<file path="src/brfo_pkg.sv">
// ----------------------------------------------------------------------------
// brfo_pkg
// Shared types and constants of the byte ring FIFO with overwrite: operation
// codes, request and response payloads, and the control and status bundles
// passed between the position tracker and the top level.
// ----------------------------------------------------------------------------
package brfo_pkg;

   // default number of byte slots in the store
   localparam int DEPTH_DEF = 256;

   // width of the capacity register and of the fill level
   localparam int CAP_BITS = 9;

   // byte operations
   typedef enum logic [1:0] {
      OP_WRITE = 2'd0,
      OP_FORCE = 2'd1,
      OP_READ  = 2'd2,
      OP_CLEAR = 2'd3
   } op_type;

   // one request
   typedef struct packed {
      op_type      opcode;
      logic [7:0]  data_in;
      logic        burst_last;
   } req_type;

   // one response
   typedef struct packed {
      logic [7:0]          data_out;
      logic                done_res;
      logic                overwrote;
      logic [CAP_BITS-1:0] fill_level;
      logic                burst_last_out;
   } rsp_type;

   // command from the top level to the position tracker
   typedef struct packed {
      logic   exec;
      op_type opcode;
   } cmd_type;

   // outcome of the current command, seen by the top level
   typedef struct packed {
      logic                store_en;
      logic                load_en;
      logic                done;
      logic                overwrote;
      logic [CAP_BITS-1:0] fill_level;
   } stat_type;

endpackage

</file>
<file path="src/brfo_store.sv">
// ----------------------------------------------------------------------------
// brfo_store
// Byte store of the ring: one write port and one read port, read data
// registered in the cycle after the read enable.
// ----------------------------------------------------------------------------
module brfo_store #(
   parameter int DEPTH = brfo_pkg::DEPTH_DEF,
   parameter int AW    = $clog2(DEPTH)
) (
   input  logic          clock,
   input  logic          wr_en,
   input  logic [AW-1:0] wr_addr,
   input  logic [7:0]    wr_data,
   input  logic          rd_en,
   input  logic [AW-1:0] rd_addr,
   output logic [7:0]    rd_data
);

   logic [7:0] mem [DEPTH];
   logic [7:0] rd_data_ff;

   // write port
   always_ff @(posedge clock) begin
      if (wr_en) begin
         mem[wr_addr] <= wr_data;
      end
   end

   // registered read port
   always_ff @(posedge clock) begin
      if (rd_en) begin
         rd_data_ff <= mem[rd_addr];
      end
   end

   assign rd_data = rd_data_ff;

endmodule

</file>
<file path="src/brfo_ptr.sv">
// ----------------------------------------------------------------------------
// brfo_ptr
// Read and write positions with their wrap bits and the capacity register.
// Decides what the current command does to the store and updates the
// positions; reports the fill level after the command.
// ----------------------------------------------------------------------------
module brfo_ptr #(
   parameter int DEPTH = brfo_pkg::DEPTH_DEF,
   parameter int AW    = $clog2(DEPTH)
) (
   input  logic                          clock,
   input  logic                          reset,
   input  brfo_pkg::cmd_type             cmd,
   input  logic                          csr_fire,
   input  logic [brfo_pkg::CAP_BITS-1:0] csr_data,
   output logic [AW-1:0]                 wr_addr,
   output logic [AW-1:0]                 rd_addr,
   output brfo_pkg::stat_type            stat
);

   localparam int CW        = brfo_pkg::CAP_BITS;
   localparam int CAP_MAX   = (DEPTH < 511) ? DEPTH : 511;
   localparam int CAP_RESET = (DEPTH < 256) ? DEPTH : 256;
   localparam logic [CW-1:0] CAP_MAX_V   = CW'(CAP_MAX);
   localparam logic [CW-1:0] CAP_RESET_V = CW'(CAP_RESET);

   logic [AW-1:0] rp_ff, wp_ff;
   logic          rw_ff, ww_ff;
   logic [CW-1:0] cap_ff;

   logic [CW-1:0] rp9, wp9;
   logic [CW-1:0] rp9_in, wp9_in, cap_in, csr_cap;
   logic          rw_in, ww_in;
   logic [CW-1:0] fill_now;
   logic          full, empty;
   logic          store, load, done, over;

   // bytes held for a given pair of positions
   function automatic logic [CW-1:0] fill_of(input logic [CW-1:0] rp, input logic rw,
                                             input logic [CW-1:0] wp, input logic ww,
                                             input logic [CW-1:0] cap);
      logic [CW-1:0] f;
      if (rp == wp) begin
         f = (rw == ww) ? '0 : cap;
      end else if (wp > rp) begin
         f = wp - rp;
      end else begin
         f = cap - rp + wp;
      end
      return f;
   endfunction

   // step a position by one slot, toggling its wrap bit at the ring end
   function automatic logic [CW:0] step(input logic [CW-1:0] pos, input logic wrap,
                                        input logic [CW-1:0] cap);
      logic [CW-1:0] nxt;
      logic [CW:0]   r;
      nxt = pos + CW'(1);
      if (nxt >= cap) begin
         r = {~wrap, CW'(0)};
      end else begin
         r = {wrap, nxt};
      end
      return r;
   endfunction

   assign rp9 = CW'(rp_ff);
   assign wp9 = CW'(wp_ff);

   assign fill_now = fill_of(rp9, rw_ff, wp9, ww_ff, cap_ff);
   assign full     = (fill_now >= cap_ff);
   assign empty    = (fill_now == '0);

   // clamp a capacity write into the legal range
   always_comb begin
      csr_cap = (csr_data == '0) ? CW'(1) : csr_data;
      if (csr_cap > CAP_MAX_V) begin
         csr_cap = CAP_MAX_V;
      end
   end

   // next positions for the current command
   always_comb begin
      rp9_in = rp9;
      wp9_in = wp9;
      rw_in  = rw_ff;
      ww_in  = ww_ff;
      cap_in = cap_ff;
      store  = 1'b0;
      load   = 1'b0;
      done   = 1'b0;
      over   = 1'b0;
      unique case (cmd.opcode)
         brfo_pkg::OP_WRITE: begin
            if (!full) begin
               store           = 1'b1;
               done            = 1'b1;
               {ww_in, wp9_in} = step(wp9, ww_ff, cap_ff);
            end
         end
         brfo_pkg::OP_FORCE: begin
            store           = 1'b1;
            done            = 1'b1;
            {ww_in, wp9_in} = step(wp9, ww_ff, cap_ff);
            if (full) begin
               over            = 1'b1;
               {rw_in, rp9_in} = step(rp9, rw_ff, cap_ff);
            end
         end
         brfo_pkg::OP_READ: begin
            if (!empty) begin
               load            = 1'b1;
               done            = 1'b1;
               {rw_in, rp9_in} = step(rp9, rw_ff, cap_ff);
            end
         end
         brfo_pkg::OP_CLEAR: begin
            rp9_in = '0;
            wp9_in = '0;
            rw_in  = 1'b0;
            ww_in  = 1'b0;
         end
         default: begin
         end
      endcase
      // capacity write empties the ring
      if (csr_fire) begin
         cap_in = csr_cap;
         rp9_in = '0;
         wp9_in = '0;
         rw_in  = 1'b0;
         ww_in  = 1'b0;
      end
   end

   // position and capacity registers
   always_ff @(posedge clock) begin
      if (reset) begin
         rp_ff  <= '0;
         wp_ff  <= '0;
         rw_ff  <= 1'b0;
         ww_ff  <= 1'b0;
         cap_ff <= CAP_RESET_V;
      end else if (cmd.exec || csr_fire) begin
         rp_ff  <= AW'(rp9_in);
         wp_ff  <= AW'(wp9_in);
         rw_ff  <= rw_in;
         ww_ff  <= ww_in;
         cap_ff <= cap_in;
      end
   end

   assign wr_addr         = wp_ff;
   assign rd_addr         = rp_ff;
   assign stat.store_en   = cmd.exec && store;
   assign stat.load_en    = cmd.exec && load;
   assign stat.done       = done;
   assign stat.overwrote  = over;
   assign stat.fill_level = fill_of(rp9_in, rw_in, wp9_in, ww_in, cap_in);

endmodule

</file>
<file path="src/byte_ring_fifo_with_overwrite_unit.sv">
// ----------------------------------------------------------------------------
// byte_ring_fifo_with_overwrite_unit
// Byte FIFO over a ring in a synchronous store, with mirror-bit positions,
// forced write that drops the oldest byte, read, clear and a capacity
// register. One response per request, each reporting the fill level.
// ----------------------------------------------------------------------------
// Each request is one byte operation and gives exactly one response, which for
// write, forced write and clear is registered in the cycle after acceptance, so
// these run at one request per cycle when the response side keeps up. A read
// passes through the store's registered read port and the ST_READ state before
// it answers, and no request is taken while that read is under way. A new
// request is taken in the cycle its predecessor's response leaves the output
// register. The store is not cleared after reset; the positions start empty, so
// no clearing pass is needed and requests are taken right out of reset. A
// capacity write (taken only while no read is under way) empties the FIFO;
// values of 0 count as 1 and values above DEPTH count as DEPTH.
module byte_ring_fifo_with_overwrite_unit #(
   parameter int DEPTH = brfo_pkg::DEPTH_DEF
) (
   input  logic                          clock,
   input  logic                          reset,
   input  logic                          req_valid,
   output logic                          req_ready,
   input  brfo_pkg::req_type             req_payload,
   output logic                          rsp_valid,
   input  logic                          rsp_ready,
   output brfo_pkg::rsp_type             rsp_payload,
   input  logic                          csr_valid,
   output logic                          csr_ready,
   input  logic [brfo_pkg::CAP_BITS-1:0] csr_data
);

   localparam int AW = $clog2(DEPTH);

   typedef enum logic {
      ST_IDLE,
      ST_READ
   } state_type;

   state_type          state_ff, state_in;
   logic               rsp_valid_ff, rsp_valid_in;
   brfo_pkg::rsp_type  rsp_ff, rsp_in;

   logic               accept;
   logic               csr_fire;
   brfo_pkg::cmd_type  cmd;
   brfo_pkg::stat_type stat;
   logic [AW-1:0]      wr_addr, rd_addr;
   logic [7:0]         rd_data;

   // handshakes
   assign req_ready = (state_ff == ST_IDLE) && (!rsp_valid_ff || rsp_ready);
   assign accept    = req_valid && req_ready;
   assign csr_ready = (state_ff == ST_IDLE);
   assign csr_fire  = csr_valid && csr_ready;

   assign cmd.exec   = accept;
   assign cmd.opcode = req_payload.opcode;

   brfo_ptr #(
      .DEPTH (DEPTH),
      .AW    (AW)
   ) u_ptr (
      .clock    (clock),
      .reset    (reset),
      .cmd      (cmd),
      .csr_fire (csr_fire),
      .csr_data (csr_data),
      .wr_addr  (wr_addr),
      .rd_addr  (rd_addr),
      .stat     (stat)
   );

   brfo_store #(
      .DEPTH (DEPTH),
      .AW    (AW)
   ) u_store (
      .clock   (clock),
      .wr_en   (stat.store_en),
      .wr_addr (wr_addr),
      .wr_data (req_payload.data_in),
      .rd_en   (stat.load_en),
      .rd_addr (rd_addr),
      .rd_data (rd_data)
   );

   // response sequencing
   always_comb begin
      state_in     = state_ff;
      rsp_valid_in = rsp_valid_ff;
      rsp_in       = rsp_ff;
      if (rsp_valid_ff && rsp_ready) begin
         rsp_valid_in = 1'b0;
      end
      unique case (state_ff)
         ST_IDLE: begin
            if (accept) begin
               rsp_in.data_out       = '0;
               rsp_in.done_res       = stat.done;
               rsp_in.overwrote      = stat.overwrote;
               rsp_in.fill_level     = stat.fill_level;
               rsp_in.burst_last_out = req_payload.burst_last;
               if (stat.load_en) begin
                  state_in = ST_READ;
               end else begin
                  rsp_valid_in = 1'b1;
               end
            end
         end
         ST_READ: begin
            rsp_in.data_out = rd_data;
            rsp_valid_in    = 1'b1;
            state_in        = ST_IDLE;
         end
         default: begin
            state_in = ST_IDLE;
         end
      endcase
   end

   // state and output register
   always_ff @(posedge clock) begin
      rsp_ff <= rsp_in;
      if (reset) begin
         state_ff     <= ST_IDLE;
         rsp_valid_ff <= 1'b0;
      end else begin
         state_ff     <= state_in;
         rsp_valid_ff <= rsp_valid_in;
      end
   end

   assign rsp_valid   = rsp_valid_ff;
   assign rsp_payload = rsp_ff;

`ifndef SYNTHESIS
   // output register is free while a read is in flight
   assert property (@(posedge clock) disable iff (reset)
      (state_ff == ST_READ) |-> !rsp_valid_ff)
      else $error("response pending during store read");

   // a request that needs no store read answers in the next cycle
   assert property (@(posedge clock) disable iff (reset)
      (accept && !stat.load_en) |=> (rsp_valid_ff && state_ff == ST_IDLE))
      else $error("non-read request did not answer next cycle");

   // a read request answers once the registered store read has passed through ST_READ
   assert property (@(posedge clock) disable iff (reset)
      (accept && stat.load_en) |=> ##1 rsp_valid_ff)
      else $error("read request did not answer after store latency");

   // nothing read means a zero byte, and an overwrite is always a store
   assert property (@(posedge clock) disable iff (reset)
      rsp_valid_ff |-> ((rsp_ff.done_res || rsp_ff.data_out == 8'd0)
                        && (!rsp_ff.overwrote || rsp_ff.done_res)))
      else $error("inconsistent response flags");
`endif

endmodule
</file>
<file path="config.mk">
export PLATFORM = sky130hd
export DESIGN_NAME = byte_ring_fifo_with_overwrite_unit
export DESIGN_NICKNAME = d
export VERILOG_FILES = /design/src/brfo_pkg.sv /design/src/brfo_store.sv /design/src/brfo_ptr.sv /design/src/byte_ring_fifo_with_overwrite_unit.sv
export SDC_FILE = /design/constraint.sdc
export NUM_CORES = 2
export LEC_CHECK = 0
export BUFFER_PORTS_ARGS = -buffer_cell sky130_fd_sc_hd__buf_2
export CAP_MARGIN = 20
export CORE_ASPECT_RATIO = 1.1
export CORE_MARGIN = 8
export CORE_UTILIZATION = 45
export CTS_BUF_LIST = sky130_fd_sc_hd__clkbuf_2 sky130_fd_sc_hd__clkbuf_4 sky130_fd_sc_hd__clkbuf_8
export CTS_CLUSTER_DIAMETER = 100
export DETAILED_ROUTE_END_ITERATION = 7
export PLACE_DENSITY = 0.65
export SLEW_MARGIN = 20
export SYNTH_ARGS = -nofsm -noshare
export SYNTH_HDL_FRONTEND = slang
export SYNTH_HIERARCHICAL = 1
export SYNTH_SLANG_ARGS = --single-unit
</file>
<file path="constraint.sdc">
create_clock -name clock -period 14.26 [get_ports clock]
set_input_delay 0.713 -clock clock [delete_from_list [all_inputs] [get_ports clock]]
set_output_delay 0.713 -clock clock [all_outputs]
set_load 0.005 [all_outputs]
</file>
* Word level (Yosys, flattened, before mapping)
Memories as Yosys holds them, arrays and structs flattened. A register that Yosys moved wholly into a read port is not among the register bits. Cells that the tools add are included.
Operators by class: add/subtract/negate cells 8, multiply operators 0, div/mod/pow operators 0, magnitude comparators 6, equality and inequality tests 8, shift-type cells 0, multiplexer cells 43, bitwise logic cells 3, reduce and logical (&&, ||, !) cells 13
Operators by type and width (count):
- 9-bit two-way mux | 14
- 9-bit one-hot mux with 3 select lines | 2
- 9-bit greater-or-equal comparator | 3
- 10-bit two-way mux | 2
- 20-bit two-way mux | 1
- 8-bit by 1-bit adder with 9-bit output (second input constant) | 2
- 9-bit logical NOT | 2
- 9-bit subtractor | 2
- 1-bit two-way mux | 17
- 8-bit one-hot mux with 2 select lines | 1
- 9-bit by 8-bit adder with 9-bit output | 1
- 9-bit adder | 1
- 9-bit == test | 1
- 9-bit greater-than comparator | 1
- 9-bit greater-than comparator (second input constant) | 1
- 1-bit one-hot mux with 3 select lines | 3
- 8-bit by 8-bit subtractor with 9-bit output | 1
- 9-bit by 8-bit subtractor with 9-bit output | 1
- 8-bit == test | 1
- 8-bit greater-than comparator | 1
- 1-bit logical AND | 6
- 1-bit one-hot mux with 2 select lines | 3
- 2-bit == test (second input constant) | 2
- 1-bit inverter | 3
- other kinds (7) | 9
Storage, ports and cells: register bits 49, latch bits 0, RAM bits 2048, ROM bits 0, input port bits 25, output and inout port bits 23, word-level logic and storage cells 94, memories kept 1
Memories:
- u_store.mem | words 256, bits a word 8, read ports 1, clocked after Yosys merged registers in 1, write ports 1, line brfo_store.sv:19 | logic [7:0] mem [DEPTH];

* Depth between registers and ports, before layout
word-level depth 14, gate-level depth with buffers 33, depth with buffers taken out 33

* Hierarchy
Netlist, hierarchy kept.
By module, submodules not included:
- brfo_store | times used 1, cells an instance 3733, area an instance 79636.4 µm², sequential area each 61739.2 µm²
- brfo_ptr | times used 1, cells an instance 623, area an instance 4820.9 µm², sequential area each 540.5 µm²
- byte_ring_fifo_with_overwrite_unit | times used 1, cells an instance 42, area an instance 780.7 µm², sequential area each 640.6 µm²

* Least setup slack after synthesis
Ideal clock, no wire load.
kind register to register, start point register u_ptr.wp_ff[1], in the netlist u_ptr/wr_addr[1], end point register rsp_ff, in the netlist rsp_payload[9], data pin, library setup time 0.169 ns, arrival time 6.716 ns, required time 14.091 ns, path slack 7.375 ns, stages on the path, launching flop included 32, path buffers 0, period minus slack after synthesis 6.885 ns, cell sequence dfxtp_1 -> inv_1 -> fa_1 -> inv_1 -> fa_1 -> a211oi_2 -> nor2_1 -> xnor2_1 -> nor3_2 -> a311o_2 -> ha_1 -> nand4_1 -> o211ai_1 -> a221oi_1 -> and2_1 -> a41oi_1 -> nor2_1 -> a22oi_1 -> inv_1 -> fa_1 -> inv_1 -> fa_1 -> a21o_1 -> a21oi_1 -> nor2b_1 -> o21a_1 -> nor4_1 -> nor3_1 -> xnor2_1 -> mux2i_1 -> mux2_2 -> o31ai_1
RTL lines:
- start: declaration | line brfo_ptr.sv:27 | logic [AW-1:0] rp_ff, wp_ff;
- start signal: assignment | line brfo_ptr.sv:146 | wp_ff <= AW'(wp9_in);
- end signal: assignment | line byte_ring_fifo_with_overwrite_unit.sv:123 | rsp_ff <= rsp_in;
- end: declaration | line byte_ring_fifo_with_overwrite_unit.sv:42 | brfo_pkg::rsp_type rsp_ff, rsp_in;

==> results.sh <==
export IMPL_setup_worst_path_end_class="flop"
export IMPL_yosysWarnings=6
export IMPL_cts_made_buffers=333
export IMPL_synth_adder_area_share_pct=1.362
export IMPL_cts_buffer_depth=4
export IMPL_power_density_nw_per_um2=126.6
export IMPL_startpoint="u_ptr/wr_addr[1]"
export IMPL_first_pass_iters=6
export IMPL_grt_max_degree=165
export IMPL_postSynth_asyncResetShare_pct=0
export IMPL_grt_use_total_pct=20.23
export IMPL_synth_nets=4505
export IMPL_grt_setup_unrepaired="false"
export IMPL_wl_per_cell_um=28.46
export IMPL_worstReg2RegStart="u_ptr/wr_addr[1]"
export IMPL_ctsRootBufferMaster="clkbuf_8"
export IMPL_multiInputGateArea_sq_um=20510
export IMPL_design_area_sq_um=94160
export IMPL_wirelength_um=210200
export IMPL_cts_sinks=2105
export IMPL_grt_pass1_wl_um=305400
export IMPL_fin_tns_setup_ps=0
export IMPL_crit_fanout=16
export IMPL_setup_slack_ps=6061
export IMPL_synth_edf_count=2076
export IMPL_ys_flop_type="edfxtp_1"
export IMPL_synthToLayoutAreaGrowth_pct=10.47
export IMPL_seq_area_sq_um=62940
export IMPL_hpwlAfterDp_um=128500
export IMPL_setup_viol=0
export IMPL_start_util_pct=45.28
export IMPL_irDropWorstVdd_v=0.0001068
export IMPL_synth_seq_cells=2105
export IMPL_synth_top_area_share_pct=73.14
export IMPL_synthesis_instances=4398
export IMPL_synth_simple_area_share_pct=3.724
export IMPL_place_gp_congestion=0.8577
export IMPL_syn_area_sq_um=85240
export IMPL_die_x_um=431.0
export IMPL_tritoncts="yes"
export IMPL_ant_nets=0
export IMPL_drtIter0Drc=4520
export IMPL_critPathLaunchType="flop"
export IMPL_ioPinCount=48
export IMPL_slew_headroom_pct=24.53
export IMPL_finalCritPeriodShare_pct=57.49
export IMPL_clock_latency_ps=1050
export IMPL_layout_common_cells="edfxtp_1 (2076), mux4_2 (454), clkbuf_8 (347)"
export IMPL_drt_vias_per_instance=5.957
export IMPL_hold_viol=0
export IMPL_whs_ps=119.5
export IMPL_fp_row_count=167
export IMPL_hp_start="csr_data[2]"
export IMPL_path_class="reg2reg"
export IMPL_arrival_ps=9060
export IMPL_max_stage_delay_ps=880
export IMPL_status="finished, final reports clean"
export IMPL_antenna_found_initial=6
export IMPL_synth_xor_area_share_pct=0.3582
export IMPL_p_leak_uw=0.02847
export IMPL_fp_coreArea_sq_um=188300
export IMPL_worstMarginPinSlew_ps=1132
export IMPL_drt_drc_violations_left=0
export IMPL_critPathMostFrequentCell="fa_1"
export IMPL_num_fill_cells=15120
export IMPL_drive_gt1_share_pct=23.14
export IMPL_path_clk_slew_ps=70
export IMPL_finalCriticalPeriod_ps=8199
export IMPL_portBuffers=47
export IMPL_synth_top_cells_by_area="edfxtp_1 (73%), mux4_2 (12%), mux2i_1 (1.7%)"
export IMPL_synth_top_family_by_area="multiplexers"
export IMPL_dpl_cell_area_sq_um=87910
export IMPL_slew_violations=0
export IMPL_vias=43990
export IMPL_clock_skew_ps=92.13
export IMPL_final_common_cell="edfxtp_1"
export IMPL_synth_compound_area_share_pct=4.710
export IMPL_critical_path_slowest_cell="nor3_1"
export IMPL_synthMuxAreaShare_pct=13.85
export IMPL_max_freq_mhz=122.0
export IMPL_cts_htree_levels=5
export IMPL_p_total_uw=11920
export IMPL_drv_cap=0
export IMPL_crit_required_ps=15130
export IMPL_fp_dieH_um=472.5
export IMPL_cts_resized=0
export IMPL_die_area_sq_um=203600
export IMPL_grt_pass1_vias=44270
export IMPL_pre_cts_ws_ps=6197
export IMPL_synth_seq_area_share_pct=73.82
export IMPL_synthDistinctLibCells=92
export IMPL_synth_top_cell_by_area="edfxtp_1"
export IMPL_nets=4718
export IMPL_avgSynthCellArea_sq_um=19.38
export IMPL_grt_ovfl_total=0
export IMPL_hp_class="in2reg"
==> power breakdown <==
group / switching (uW) / internal (uW)
Combinational: 193 / 74.2
Clock: 2260 / 2590
Sequential: 4.33 / 6800
Total: 2450 / 9460
==> routing by layer <==
metal  vias up  track usage (%)  wire, um
met5         -                0         0
met4         0            7.813      8265
met3       370            3.999     15490
met2      1961            33.07    103000
met1     23110            26.98     83380
li1      18540                -         -
==> cells by family after synthesis <==
group,after synthesis
buf+inv,334
fa+ha+maj,82
simple gates,676
compound gates,559
xor+xnor,34
mux,608
flops,2105
==> worst paths after layout <==
path	to	slack [ps]	cells after the start
worst max-delay path	rsp_payload[9]	6060	29
worst min-delay path	u_ptr/cap_ff[2]	120	3
worst max register to register	rsp_payload[9]	6060	29
worst min register to register	rsp_valid	570	2
==> stage by stage <==
step,std cells,utilization [%]
finish,7384,50.02
global route,7381,50.01
CTS,7379,50.00
detailed placement,6806,46.70
global placement,6806,46.69
floorplan,4398,-
==> Yosys cell counts, types with 11 or more instances <==
cell	instances
inv_1	73
buf_4	29
nand4_1	17
nand2b_1	23
nand3_1	53
a21oi_1	130
mux2i_1	149
xor2_1	11
xnor2_1	22
buf_1	24
nor3_1	41
a22oi_1	138
dfxtp_1	29
buf_8	13
buf_2	32
a21o_1	26
o211ai_1	15
o22ai_1	28
mux4_2	454
edfxtp_1	2076
and3_1	15
nor2b_1	38
o21ai_0	31
a22o_1	12
nand2_1	67
a211oi_1	21
buf_6	24
a221oi_1	16
nor4_1	27
ha_1	64
and2_1	17
o221ai_1	46
clkbuf_1	128
fa_1	18
nor2_1	339
==> worst max-delay path, delay by kind of cell (launching register included) <==
family	cells	cell delay [ps]
buf+inv	3	350
simple gates	8	1580
mux	2	530
compound gates	9	2150
xor+xnor	2	330
flops	1	750
fa+ha+maj	5	2320
==> final cells by class <==
cell class | instances | area share (%)
inverters | 76 | 0.3030
flip-flops and latches | 2105 | 66.84
diodes | 4 | 0.01063
multi-input cells | 1959 | 21.79
clock inverters | 134 | 0.8079
repair buffers | 136 | 1.137
well taps | 2535 | 3.368
clock buffers | 435 | 5.747
==> registers in the layout, indices dropped and copies added (netlist names) <==
signal	count
u_ptr/rd_addr	8
u_store/mem	2048
rsp_valid	1
rsp_payload	20
u_store/rd_data	8
u_ptr/wr_addr	8
u_ptr/ww_ff	1
u_ptr/cap_ff	9
state_ff	1
u_ptr/rw_ff	1
==> timing repair <==
action / CTS / global route
setup buffers: 0 / 0
hold endpoints to repair: 10 / 0
hold buffers: 4 / 0
setup endpoints to repair: 0 / 0
Power figures use the tool's default switching activity.
